## src/design/tlsm_pkg.sv

```systemverilog
// ----------------------------------------------------------------------------
// tlsm_pkg: shared types and constants for the three-point smoother
// Sample and result formats, pipeline control structs, divide-by-three
// constants and the rounding tables used to rebuild the fixed-point output.
// ----------------------------------------------------------------------------
package tlsm_pkg;

	// Sample and output formats
	localparam int SAMPLE_WIDTH = 16;
	localparam int FRAC_BITS    = 8;
	localparam int OUT_WIDTH    = SAMPLE_WIDTH + FRAC_BITS + 1;

	// Numerators such as 5*a0 + 2*a1 - a2 need three guard bits
	localparam int NUM_W  = SAMPLE_WIDTH + 3;
	localparam int WIDE_W = NUM_W + FRAC_BITS;

	// Divide-by-three unit: operand offset to unsigned, reciprocal
	localparam int DIV_M = NUM_W + 1;
	localparam logic [DIV_M-1:0] DIV_RECIP = DIV_M'((64'd1 << DIV_M) / 64'd3);
	localparam logic [DIV_M-1:0] DIV_OFS   = DIV_M'(64'd3 << (NUM_W - 1));
	localparam logic [DIV_M-1:0] DIV_BIAS  = DIV_M'(64'd1 << (NUM_W - 1));

	// Result queue
	localparam int RES_MAX    = 3;
	localparam int OUTQ_DEPTH = 16;
	localparam int OUTQ_AW    = $clog2(OUTQ_DEPTH);
	localparam int CREDIT_W   = $clog2(OUTQ_DEPTH + 1);

	typedef logic signed [SAMPLE_WIDTH-1:0] sample_t;
	typedef logic signed [NUM_W-1:0]        num_t;
	typedef logic signed [OUT_WIDTH-1:0]    smooth_t;
	typedef logic [FRAC_BITS:0]             frac_t;
	typedef logic [1:0]                     seen_t;
	typedef logic [1:0]                     rescnt_t;

	// Position of the current sample within its block (saturating)
	localparam seen_t SEEN_NONE = 2'd0;
	localparam seen_t SEEN_ONE  = 2'd1;
	localparam seen_t SEEN_TWO  = 2'd2;
	localparam seen_t SEEN_MORE = 2'd3;

	typedef struct packed {
		sample_t sample;
		logic    is_last;
	} in_item_t;

	typedef struct packed {
		smooth_t smoothed;
		logic    last_out;
	} out_item_t;

	typedef struct packed {
		logic  valid;
		seen_t seen;
		logic  last;
	} ctl_t;

	typedef struct packed {
		ctl_t    ctl;
		logic    bit_first;
		logic    bit_last;
		sample_t pass1;
		sample_t pass2;
	} meta_t;

	// Rounding fraction: floor((r*2^(F+1) + d) / (2d)) for remainder r of divisor d
	localparam logic [63:0] RND_SCALE = 64'd1 << (FRAC_BITS + 1);
	localparam frac_t RND3_R0 = frac_t'(64'd3 / 64'd6);
	localparam frac_t RND3_R1 = frac_t'((RND_SCALE + 64'd3) / 64'd6);
	localparam frac_t RND3_R2 = frac_t'((64'd2 * RND_SCALE + 64'd3) / 64'd6);
	localparam frac_t RND6_R0 = frac_t'(64'd6 / 64'd12);
	localparam frac_t RND6_R1 = frac_t'((RND_SCALE + 64'd6) / 64'd12);
	localparam frac_t RND6_R2 = frac_t'((64'd2 * RND_SCALE + 64'd6) / 64'd12);
	localparam frac_t RND6_R3 = frac_t'((64'd3 * RND_SCALE + 64'd6) / 64'd12);
	localparam frac_t RND6_R4 = frac_t'((64'd4 * RND_SCALE + 64'd6) / 64'd12);
	localparam frac_t RND6_R5 = frac_t'((64'd5 * RND_SCALE + 64'd6) / 64'd12);

	function automatic frac_t rnd3(input logic [1:0] r);
		frac_t v;
		case (r)
			2'd0: v = RND3_R0;
			2'd1: v = RND3_R1;
			2'd2: v = RND3_R2;
			default: v = '0;
		endcase
		return v;
	endfunction

	function automatic frac_t rnd6(input logic [2:0] r);
		frac_t v;
		case (r)
			3'd0: v = RND6_R0;
			3'd1: v = RND6_R1;
			3'd2: v = RND6_R2;
			3'd3: v = RND6_R3;
			3'd4: v = RND6_R4;
			3'd5: v = RND6_R5;
			default: v = '0;
		endcase
		return v;
	endfunction

	// quotient * 2^F + rounding fraction
	function automatic smooth_t scale_quot(input num_t k, input frac_t rnd);
		logic [WIDE_W-1:0] wide;
		wide = (WIDE_W'(k) << FRAC_BITS) + WIDE_W'(rnd);
		return wide[OUT_WIDTH-1:0];
	endfunction

	// Pass-through sample scaled to the output format
	function automatic smooth_t scale_sample(input sample_t a);
		smooth_t ext;
		ext = OUT_WIDTH'(a);
		return ext <<< FRAC_BITS;
	endfunction

	// Number of results one request produces
	function automatic rescnt_t res_count(input seen_t seen, input logic last);
		rescnt_t c;
		case (seen)
			SEEN_NONE: c = last ? 2'd1 : 2'd0;
			SEEN_ONE:  c = last ? 2'd2 : 2'd0;
			SEEN_TWO:  c = last ? 2'd3 : 2'd2;
			default:   c = last ? 2'd2 : 2'd1;
		endcase
		return c;
	endfunction

endpackage

```

## src/design/tlsm_cell.sv

```systemverilog
// ----------------------------------------------------------------------------
// tlsm_cell: one sample cell of the smoothing window
// Holds one sample and loads its upstream neighbor's sample on each shift.
// ----------------------------------------------------------------------------
module tlsm_cell (
	input  logic             clk,
	input  logic             arst_n,
	input  logic             shift,
	input  tlsm_pkg::sample_t d,
	output tlsm_pkg::sample_t q
);
	import tlsm_pkg::*;

	sample_t sample_q;

	always_ff @(posedge clk or negedge arst_n) begin
		if (!arst_n) begin
			sample_q <= '0;
		end else if (shift) begin
			sample_q <= d;
		end
	end

	assign q = sample_q;

endmodule

```

## src/design/tlsm_div3.sv

```systemverilog
// ----------------------------------------------------------------------------
// tlsm_div3: pipelined floor division by three
// Signed operand in, floor quotient and remainder (0..2) out; the offset, the
// reciprocal multiply and a single compare-and-subtract fixup each end in a register.
// ----------------------------------------------------------------------------
module tlsm_div3 (
	input  logic                 clk,
	input  tlsm_pkg::num_t       x,
	output tlsm_pkg::num_t       quot,
	output logic [1:0]           rem
);
	import tlsm_pkg::*;

	logic [DIV_M-1:0]   xu_s1;
	logic [DIV_M-1:0]   xu_s2;
	logic [2*DIV_M-1:0] prod_s2;
	num_t               quot_s3;
	logic [1:0]         rem_s3;

	logic [DIV_M-1:0] q0;
	logic [DIV_M-1:0] three_q;
	logic [DIV_M-1:0] r_full;
	logic [2:0]       r_lo;
	logic [DIV_M-1:0] q_fix;
	logic [2:0]       r_fix;
	logic [DIV_M-1:0] q_signed;

	// Offset to unsigned, then reciprocal multiply
	always_ff @(posedge clk) begin
		xu_s1   <= DIV_M'(x) + DIV_OFS;
		xu_s2   <= xu_s1;
		prod_s2 <= xu_s1 * DIV_RECIP;
	end

	// Estimate is the true quotient or one short; remainder tells which
	always_comb begin
		q0       = prod_s2[2*DIV_M-1:DIV_M];
		three_q  = (q0 << 1) + q0;
		r_full   = xu_s2 - three_q;
		r_lo     = r_full[2:0];
		if (r_lo >= 3'd3) begin
			q_fix = q0 + DIV_M'(1);
			r_fix = r_lo - 3'd3;
		end else begin
			q_fix = q0;
			r_fix = r_lo;
		end
		q_signed = q_fix - DIV_BIAS;
	end

	always_ff @(posedge clk) begin
		quot_s3 <= q_signed[NUM_W-1:0];
		rem_s3  <= r_fix[1:0];
	end

	assign quot = quot_s3;
	assign rem  = rem_s3;

endmodule

```

## src/design/tlsm_outq.sv

```systemverilog
// ----------------------------------------------------------------------------
// tlsm_outq: result queue
// Takes up to three results per cycle in order, hands out one per cycle while the receiver is ready.
// Space is reserved upstream, so the queue never sees an overflowing push.
// ----------------------------------------------------------------------------
module tlsm_outq (
	input  logic                 clk,
	input  logic                 arst_n,
	input  tlsm_pkg::rescnt_t    push_num,
	input  tlsm_pkg::out_item_t  push_item [tlsm_pkg::RES_MAX],
	output logic                 pop_valid,
	input  logic                 pop_ready,
	output tlsm_pkg::out_item_t  pop_item
);
	import tlsm_pkg::*;

	out_item_t           mem_q [OUTQ_DEPTH];
	logic [OUTQ_AW-1:0]  wr_ptr_q;
	logic [OUTQ_AW-1:0]  rd_ptr_q;
	logic [CREDIT_W-1:0] count_q;
	logic                pop;

	assign pop       = pop_valid & pop_ready;
	assign pop_valid = (count_q != '0);
	assign pop_item  = mem_q[rd_ptr_q];

	// Storage writes, consecutive slots from the write pointer
	always_ff @(posedge clk) begin
		for (int j = 0; j < RES_MAX; j++) begin
			if (push_num > rescnt_t'(j)) begin
				mem_q[wr_ptr_q + OUTQ_AW'(j)] <= push_item[j];
			end
		end
	end

	// Pointers and fill level
	always_ff @(posedge clk or negedge arst_n) begin
		if (!arst_n) begin
			wr_ptr_q <= '0;
			rd_ptr_q <= '0;
			count_q  <= '0;
		end else begin
			wr_ptr_q <= wr_ptr_q + OUTQ_AW'(push_num);
			if (pop) begin
				rd_ptr_q <= rd_ptr_q + OUTQ_AW'(1);
			end
			count_q <= count_q + CREDIT_W'(push_num) - CREDIT_W'(pop);
		end
	end

	// A push never runs past the free space
	a_no_overflow: assert property (@(posedge clk) disable iff (!arst_n)
		((CREDIT_W + 1)'(count_q) + (CREDIT_W + 1)'(push_num))
			<= (CREDIT_W + 1)'(OUTQ_DEPTH))
		else $error("result queue overflow");

endmodule

```

## src/design/three_point_linear_smoother_core.sv

```systemverilog
// ----------------------------------------------------------------------------
// three_point_linear_smoother_core: streaming three-point smoothing filter
// Blocks of signed samples in, smoothed fixed-point samples out.
//
// Usage:
//  - sample channel: one request per sample, is_last marks the block end.
//  - result channel: smoothed value with 8 fraction bits, last_out on the
//    final result of each block. Interior results are the three-point mean,
//    the end points use the (5,2,-1)/6 form; blocks of one or two samples
//    come back scaled but otherwise unchanged.
//  - Results trail the input by one sample; the last sample of a block
//    releases one, two or three results at once.
//  - The first result of a sample travels from acceptance through the window
//    cells, the numerator register, the three-stage divide-by-three lanes
//    and the result queue.
//  - Throughput: one sample per cycle. The 16-entry result queue holds
//    space for every result still in flight; sample_ready drops when fewer
//    than three slots are free, which happens when the receiver stalls or
//    a burst of block ends outruns the one-result-per-cycle drain.
//  - Reset clears the window, the block position, the pipeline control and the queue.
// ----------------------------------------------------------------------------
module three_point_linear_smoother_core (
	input  logic                clk,
	input  logic                arst_n,
	input  logic                sample_valid,
	output logic                sample_ready,
	input  tlsm_pkg::in_item_t  sample_req,
	output logic                result_valid,
	input  logic                result_ready,
	output tlsm_pkg::out_item_t result_req
);
	import tlsm_pkg::*;

	logic                accept;
	logic                pop;
	seen_t               seen_q;
	logic [CREDIT_W-1:0] credit_q;
	sample_t             win [3];

	ctl_t  ctl_s1;
	meta_t meta_s2;
	meta_t meta_s3;
	meta_t meta_s4;
	meta_t meta_s5;
	num_t  n3_s2;
	num_t  n6f_s2;
	num_t  n6l_s2;

	num_t a0;
	num_t a1;
	num_t a2;
	num_t n3_c;
	num_t n6f_c;
	num_t n6l_c;

	num_t       quot_first;
	num_t       quot_mid;
	num_t       quot_last;
	logic [1:0] rem_first;
	logic [1:0] rem_mid;
	logic [1:0] rem_last;

	smooth_t   v_first;
	smooth_t   v_mid;
	smooth_t   v_last;
	smooth_t   v_pass1;
	smooth_t   v_pass2;
	rescnt_t   push_num;
	out_item_t push_item [RES_MAX];

	assign accept       = sample_valid & sample_ready;
	assign pop          = result_valid & result_ready;
	assign sample_ready = (credit_q <= CREDIT_W'(OUTQ_DEPTH - RES_MAX));

	// Window: chain of three cells, newest sample enters at cell 2
	tlsm_cell u_cell2 (.clk(clk), .arst_n(arst_n), .shift(accept),
		.d(sample_req.sample), .q(win[2]));
	tlsm_cell u_cell1 (.clk(clk), .arst_n(arst_n), .shift(accept),
		.d(win[2]), .q(win[1]));
	tlsm_cell u_cell0 (.clk(clk), .arst_n(arst_n), .shift(accept),
		.d(win[1]), .q(win[0]));

	// Block position and queue space reservation
	always_ff @(posedge clk or negedge arst_n) begin
		if (!arst_n) begin
			seen_q   <= SEEN_NONE;
			credit_q <= '0;
		end else begin
			if (accept) begin
				if (sample_req.is_last) begin
					seen_q <= SEEN_NONE;
				end else if (seen_q != SEEN_MORE) begin
					seen_q <= seen_q + 2'd1;
				end
			end
			credit_q <= credit_q
				+ (accept ? CREDIT_W'(res_count(seen_q, sample_req.is_last)) : '0)
				- CREDIT_W'(pop);
		end
	end

	// Stage 1: control of the request whose sample just entered the window
	always_ff @(posedge clk or negedge arst_n) begin
		if (!arst_n) begin
			ctl_s1 <= '0;
		end else begin
			ctl_s1.valid <= accept;
			ctl_s1.seen  <= seen_q;
			ctl_s1.last  <= sample_req.is_last;
		end
	end

	// Numerators from the current window
	always_comb begin
		a0    = NUM_W'(win[0]);
		a1    = NUM_W'(win[1]);
		a2    = NUM_W'(win[2]);
		n3_c  = a0 + a1 + a2;
		n6f_c = (a0 <<< 2) + a0 + (a1 <<< 1) - a2;
		n6l_c = (a2 <<< 2) + a2 + (a1 <<< 1) - a0;
	end

	always_ff @(posedge clk) begin
		n3_s2  <= n3_c;
		n6f_s2 <= n6f_c;
		n6l_s2 <= n6l_c;
	end

	// Control and pass-through samples travel beside the divide lanes
	always_ff @(posedge clk or negedge arst_n) begin
		if (!arst_n) begin
			meta_s2 <= '0;
			meta_s3 <= '0;
			meta_s4 <= '0;
			meta_s5 <= '0;
		end else begin
			meta_s2.ctl       <= ctl_s1;
			meta_s2.bit_first <= n6f_c[0];
			meta_s2.bit_last  <= n6l_c[0];
			meta_s2.pass1     <= win[1];
			meta_s2.pass2     <= win[2];
			meta_s3           <= meta_s2;
			meta_s4           <= meta_s3;
			meta_s5           <= meta_s4;
		end
	end

	// Divide lanes: x/6 is (x>>>1)/3 with the dropped bit folded into the remainder
	tlsm_div3 u_div_first (.clk(clk), .x(n6f_s2 >>> 1), .quot(quot_first), .rem(rem_first));
	tlsm_div3 u_div_mid   (.clk(clk), .x(n3_s2), .quot(quot_mid), .rem(rem_mid));
	tlsm_div3 u_div_last  (.clk(clk), .x(n6l_s2 >>> 1), .quot(quot_last), .rem(rem_last));

	// Rebuild rounded values and order the results of this request
	always_comb begin
		v_first = scale_quot(quot_first, rnd6({rem_first, meta_s5.bit_first}));
		v_mid   = scale_quot(quot_mid, rnd3(rem_mid));
		v_last  = scale_quot(quot_last, rnd6({rem_last, meta_s5.bit_last}));
		v_pass1 = scale_sample(meta_s5.pass1);
		v_pass2 = scale_sample(meta_s5.pass2);

		push_num = meta_s5.ctl.valid ? res_count(meta_s5.ctl.seen, meta_s5.ctl.last) : '0;
		for (int j = 0; j < RES_MAX; j++) begin
			push_item[j] = '0;
		end
		case (meta_s5.ctl.seen)
			SEEN_NONE: begin
				push_item[0] = '{smoothed: v_pass2, last_out: 1'b1};
			end
			SEEN_ONE: begin
				push_item[0] = '{smoothed: v_pass1, last_out: 1'b0};
				push_item[1] = '{smoothed: v_pass2, last_out: 1'b1};
			end
			SEEN_TWO: begin
				push_item[0] = '{smoothed: v_first, last_out: 1'b0};
				push_item[1] = '{smoothed: v_mid, last_out: 1'b0};
				push_item[2] = '{smoothed: v_last, last_out: 1'b1};
			end
			default: begin
				push_item[0] = '{smoothed: v_mid, last_out: 1'b0};
				push_item[1] = '{smoothed: v_last, last_out: 1'b1};
			end
		endcase
	end

	tlsm_outq u_outq (
		.clk      (clk),
		.arst_n   (arst_n),
		.push_num (push_num),
		.push_item(push_item),
		.pop_valid(result_valid),
		.pop_ready(result_ready),
		.pop_item (result_req)
	);

	// Reserved space never exceeds the queue
	a_credit_bound: assert property (@(posedge clk) disable iff (!arst_n)
		credit_q <= CREDIT_W'(OUTQ_DEPTH))
		else $error("queue reservation exceeds depth");

	// A result on offer is always covered by a reservation
	a_credit_covers: assert property (@(posedge clk) disable iff (!arst_n)
		result_valid |-> (credit_q != '0))
		else $error("result offered without reservation");

	// No new request is taken while the queue is nearly committed
	a_stall_on_full: assert property (@(posedge clk) disable iff (!arst_n)
		(credit_q > CREDIT_W'(OUTQ_DEPTH - RES_MAX)) |-> !accept)
		else $error("request accepted without queue space");

endmodule
```

## config.mk

```make
export PLATFORM = sky130hd
export DESIGN_NAME = three_point_linear_smoother_core
export DESIGN_NICKNAME = d
export VERILOG_FILES = /design/src/design/tlsm_pkg.sv /design/src/design/tlsm_cell.sv /design/src/design/tlsm_div3.sv /design/src/design/tlsm_outq.sv /design/src/design/three_point_linear_smoother_core.sv
export SDC_FILE = /design/constraint.sdc
export NUM_CORES = 2
export LEC_CHECK = 0
export BUFFER_PORTS_ARGS = -buffer_cell sky130_fd_sc_hd__buf_2
export CAP_MARGIN = 20
export CORE_ASPECT_RATIO = 0.5
export CORE_MARGIN = 2
export CORE_UTILIZATION = 68
export DETAILED_ROUTE_END_ITERATION = 7
export PLACE_DENSITY_LB_ADDON = 0.1
export SKIP_LAST_GASP = 1
export SLEW_MARGIN = 15
export SYNTH_ARGS = -nofsm -noshare
export SYNTH_HDL_FRONTEND = slang
export SYNTH_HIERARCHICAL = 1
export SYNTH_SLANG_ARGS = --single-unit
```

## constraint.sdc

```tcl
create_clock -name clk -period 15.84 [get_ports clk]
set_clock_uncertainty 0.2 [all_clocks]
set_input_delay 1.584 -clock clk [delete_from_list [all_inputs] [get_ports clk]]
set_output_delay 1.584 -clock clk [all_outputs]
set_load 0.01 [all_outputs]
```

# Word-level counts from Yosys, hierarchy flattened
# Memory sizes are Yosys's and may differ from the RTL's.
# Index checks and enable logic that the tools add are counted.
# W data, S select, Z words.
# word_totals
reg_bits	517
n_memories	1
input_bits	21
elab_cells	162
mem_bits_rw	416
# op_classes
order_cmp	7
n_reduce_logical	5
muxes	32
eq_ne	17
addsub	38
bitwise	2
multipliers	3
# memory_table
name	depth	width	rd	rd_clocked_by_memory_dff	wr	line	rtl
u_outq.mem_q	16	26	1	0	3	tlsm_outq.sv:17	out_item_t mem_q [OUTQ_DEPTH];
# ops
op	n
$pmux W26 S3	2
$mul A20 B19 Y37 const B	3
$pmux W8 S5	2
$add A25 B8 Y25	3
$add A18 B19 Y20 const B	3
$add A17 B1 Y17 const B	3
$mux W17	3
$sub A17 B1 Y17 const B	3
$add A18 B16 Y19	2
$add A19 B17 Y19	2
$sub A19 B16 Y19	2
$mux W26	1
$mux W2	11
$add A17 B16 Y18	1
$add A16 B16 Y17	1
$pmux W8 S2	1
$eq A3 B2 Y1 const B	4
$eq A3 B3 Y1 const B	4
$pmux W2 S3	2
$add A5 B2 Y5	2
$mux W1	10
$sub A5 B1 Y5	2
$add A3 B3 Y3	3
$ge A3 B2 Y1 const B	3
other kinds (18)	31

# Longest topological paths before layout
# logic_depth
ltp_word	6
mapped_depth	21

# Hierarchy
# Netlist, hierarchy kept.
# by_module_without_submodules
module	cells_per_inst	seq_area_each_um2	instances	area_per_inst_um2
tlsm_outq	2389	12817.3	1	25619.6
three_point_linear_smoother_core	945	5059.9	1	11146.9
tlsm_div3 (u_div_first)	843	1241.2	1	8267.9
tlsm_div3 (u_div_last)	787	1241.2	1	7977.7
tlsm_div3 (u_div_mid)	771	1241.2	1	7890.1
tlsm_cell	34	400.4	3	649.4

# Least setup slack after synthesis
# No wires, ideal clock.
# synth_timing
path_type	reg-to-reg
startpoint	reg u_div_last.xu_s1[7]
endpoint	reg u_div_last.prod_s2[31]
setup_ns	0.126
t_arrival_ns	5.207
path_slack_ns	10.307
t_required_ns	15.514
synth_period_minus_slack_ns	5.533
path_stages_with_launch	20
path_cell_list	dfxtp_1 > ha_1 > fa_1 > inv_1 > fa_1 > inv_1 > fa_1 > fa_1 > inv_1 > fa_1 > inv_1 > ha_1 > a21oi_1 > o21ai_0 > a21o_1 > o2bb2ai_2 > nor3_4 > nor2_1 > a211o_1 > xor2_1
# synth_between
elab_chain_len	1
# synth_rtl
element	line	rtl
from (decl)	tlsm_div3.sv:14	logic [DIV_M-1:0] xu_s1;
from (signal assigned)	tlsm_div3.sv:30	xu_s1 <= DIV_M'(x) + DIV_OFS;
$mul A20 B19 Y37	tlsm_div3.sv:32	prod_s2 <= xu_s1 * DIV_RECIP;
to (signal assigned)	tlsm_div3.sv:32	
to (decl)	tlsm_div3.sv:16	logic [2*DIV_M-1:0] prod_s2;
# Every way passes these cells.
# A chain may end at the register's enable or synchronous reset.

# Worst setup path in the final report
# layout_timing
startpoint	reg u_div_last.xu_s1[7]
endpoint	reg u_div_last.prod_s2[33]
# Same word-level chain as after synthesis.

==> metrics.yaml <==
cp_max_fo: 7
grt_setup_unrepaired: "false"
dpl.hpwl_mm: 122
grt_use_total_pct: 40.4
post_cts_buffers: 0
synth.net_count: 6783
cp-end-kind: "flip-flop"
finalHoldViolCount: 0
drtIter0Drc: 6573
drc: 29
wl_met3_mm: 25.7
hold-worst-slack_ns: 0.107
drive_above_1_share_pct: 9.92
portBuffers: 48
ioPinCount: 49
r2r-end: "u_div_last/prod_s2[33]"
dr.pass1.iters: 8
reg2reg_slack_ns: 9.84
worstSetupPathType: "flip-flop to flip-flop"
fin_nets: 6635
cts_hold_buf: 0
tns_ns: 0
status: "finished, violations left"
clock_sinks: 864
violations: "design-rule violations"
dr_total_vias: 46000
top_layer: "met5"
start_util_pct: 68.5
vias_per_cell: 6.69
clockBufferDepth: 3
slowest_delay_ns: 0.56
hold_path_class: "flip-flop to flip-flop"
worstMarginPinSlew_ns: 1.31
setup_viol_count_final: 0
grt_first_pass_wirelength_mm: 281
fin_crit_sh_pct: 37.9
clk_pin_slew_ns: 0.07
layout_common_cells: "inv_1, nand2_1, ha_1"
design.core.area_mm2: 0.0906
std_cell_rows: 78
cts.repair.resized: 0
max_freq_mhz: 167
grt_max_degree: 84
start_kind: "flip-flop"
ctsRootBufferMaster: "clkbuf_16"
htree_levels: 3
synth_area_mm2: 0.0621
dpl_cell_area_mm2: 0.0631
avgSynthCellArea_um2: 10.8
r2r_cells: 19
routedWlPerCell_um: 27.4
fin_area_mm2: 0.0659
crit_arrival_ns: 6.37
timing.rr.start: "u_div_last/xu_s1[7]"
antenna_found_initial: 4
yosysWarnings: 6
cts_tree: "yes"
dr_wl_met2_mm: 80.8
cp_cell_sequence: "ha_1 > fa_1 > inv_1 > fa_1 > inv_1 > fa_1 > fa_1 > inv_1 > fa_1 > inv_1 > ha_1 > a21oi_1 > o21ai_0 > a21o_1 > o2bb2ai_2 > o31ai_2 > a21oi_1 > a221o_1 > xor2_1"
cp-startpoint: "u_div_last/xu_s1[7]"
worstPathRequired_ns: 16.21
area_growth_pct: 6.19
slew_viol_final: 0
met1Wirelength_mm: 69.0
syn_inst: 5752
gp_congestion: 0.984
relSlewSlack_pct: 12.0
dieArea_mm2: 0.0939
grt_pass1_vias: 46300
ant_nets: 0
crit_slowest_cell: "fa_1"
layout_commonest_cell: "inv_1"
cpMostUsedCell: "fa_1"
drt-total-wl_mm: 189
die_w_um: 431
critical_path.endpoint: "u_div_last/prod_s2[33]"
dieHeight_um: 218
clk-insertion-delay-late_ns: 0.69
numCtsBuffers: 79
fin_crit_ns: 6.00
grt.overflow.total: 0
cap_violations: 0
-- worst min-delay path by stage --
| stage | start | end | slack, ns | cells after the start |
|---|---|---|---|---|
| 6_report | n3_s2[9] | u_div_mid/xu_s1[9] | 0.11 | 0 |
| 3_5_place_dp | n6l_s2[15] | u_div_last/xu_s1[14] | 0.11 | 0 |
| 5_1_grt | n3_s2[9] | u_div_mid/xu_s1[9] | 0.12 | 0 |
| 2_1_floorplan | n6f_s2[1] | u_div_first/xu_s1[0] | 0.11 | 0 |
| 3_3_place_gp | n6l_s2[1] | u_div_last/xu_s1[0] | 0.11 | 0 |
| 4_1_cts | n3_s2[9] | u_div_mid/xu_s1[9] | 0.11 | 0 |
-- registers in the layout, indices dropped and copies added (netlist names), 17 cells and up --
signal,cells
u_outq/mem_q,416
meta_s2,37
meta_s3,37
meta_s4,37
meta_s5,37
u_div_first/xu_s1,19
u_div_last/xu_s1,19
u_div_mid/xu_s1,19
n3_s2,18
n6f_s2,18
n6l_s2,18
u_div_first/prod_s2,17
u_div_first/quot,17
u_div_last/prod_s2,17
u_div_last/quot,17
u_div_mid/prod_s2,17
u_div_mid/quot,17
-- worst max-delay path, delay by kind of cell, from the launching register on --
kind / cells / cell delay (ns)
buffers and inverters: 4 / 0.22
DFF: 1 / 0.53
adders and majority gates: 7 / 3.31
xor gates and xnor gates: 1 / 0.14
AOI/OAI and AO/OA: 7 / 1.51
-- metal layers --
layer  track usage, %  up-vias
met5                0        -
met4             20.8        4
met3             12.8      975
met2             61.1     3433
met1             52.8    22100
li1                 -    19400
-- stage by stage --
stage	std cells	setup WS, ns	utilization (%)
final	6873	9.84	72.8
after global routing	6868	9.57	72.8
after CTS	6866	9.62	72.7
after detailed placement	6721	9.89	69.7
after global placement	6721	10.02	69.7
after floorplan	5752	10.31	-
-- cell type report --
class,count,area [um^2]
clock inverter,44,546
inverter,915,3430
multi-input combinational,3619,34800
tap,1200,1500
clock buffer,101,2210
sequential,864,22600
fill,6351,24600
antenna,5,12.5
timing repair buffer,125,861
Power is not shown: default switching activity piles up to over one toggle a cycle in this logic, so the estimate is an artifact.
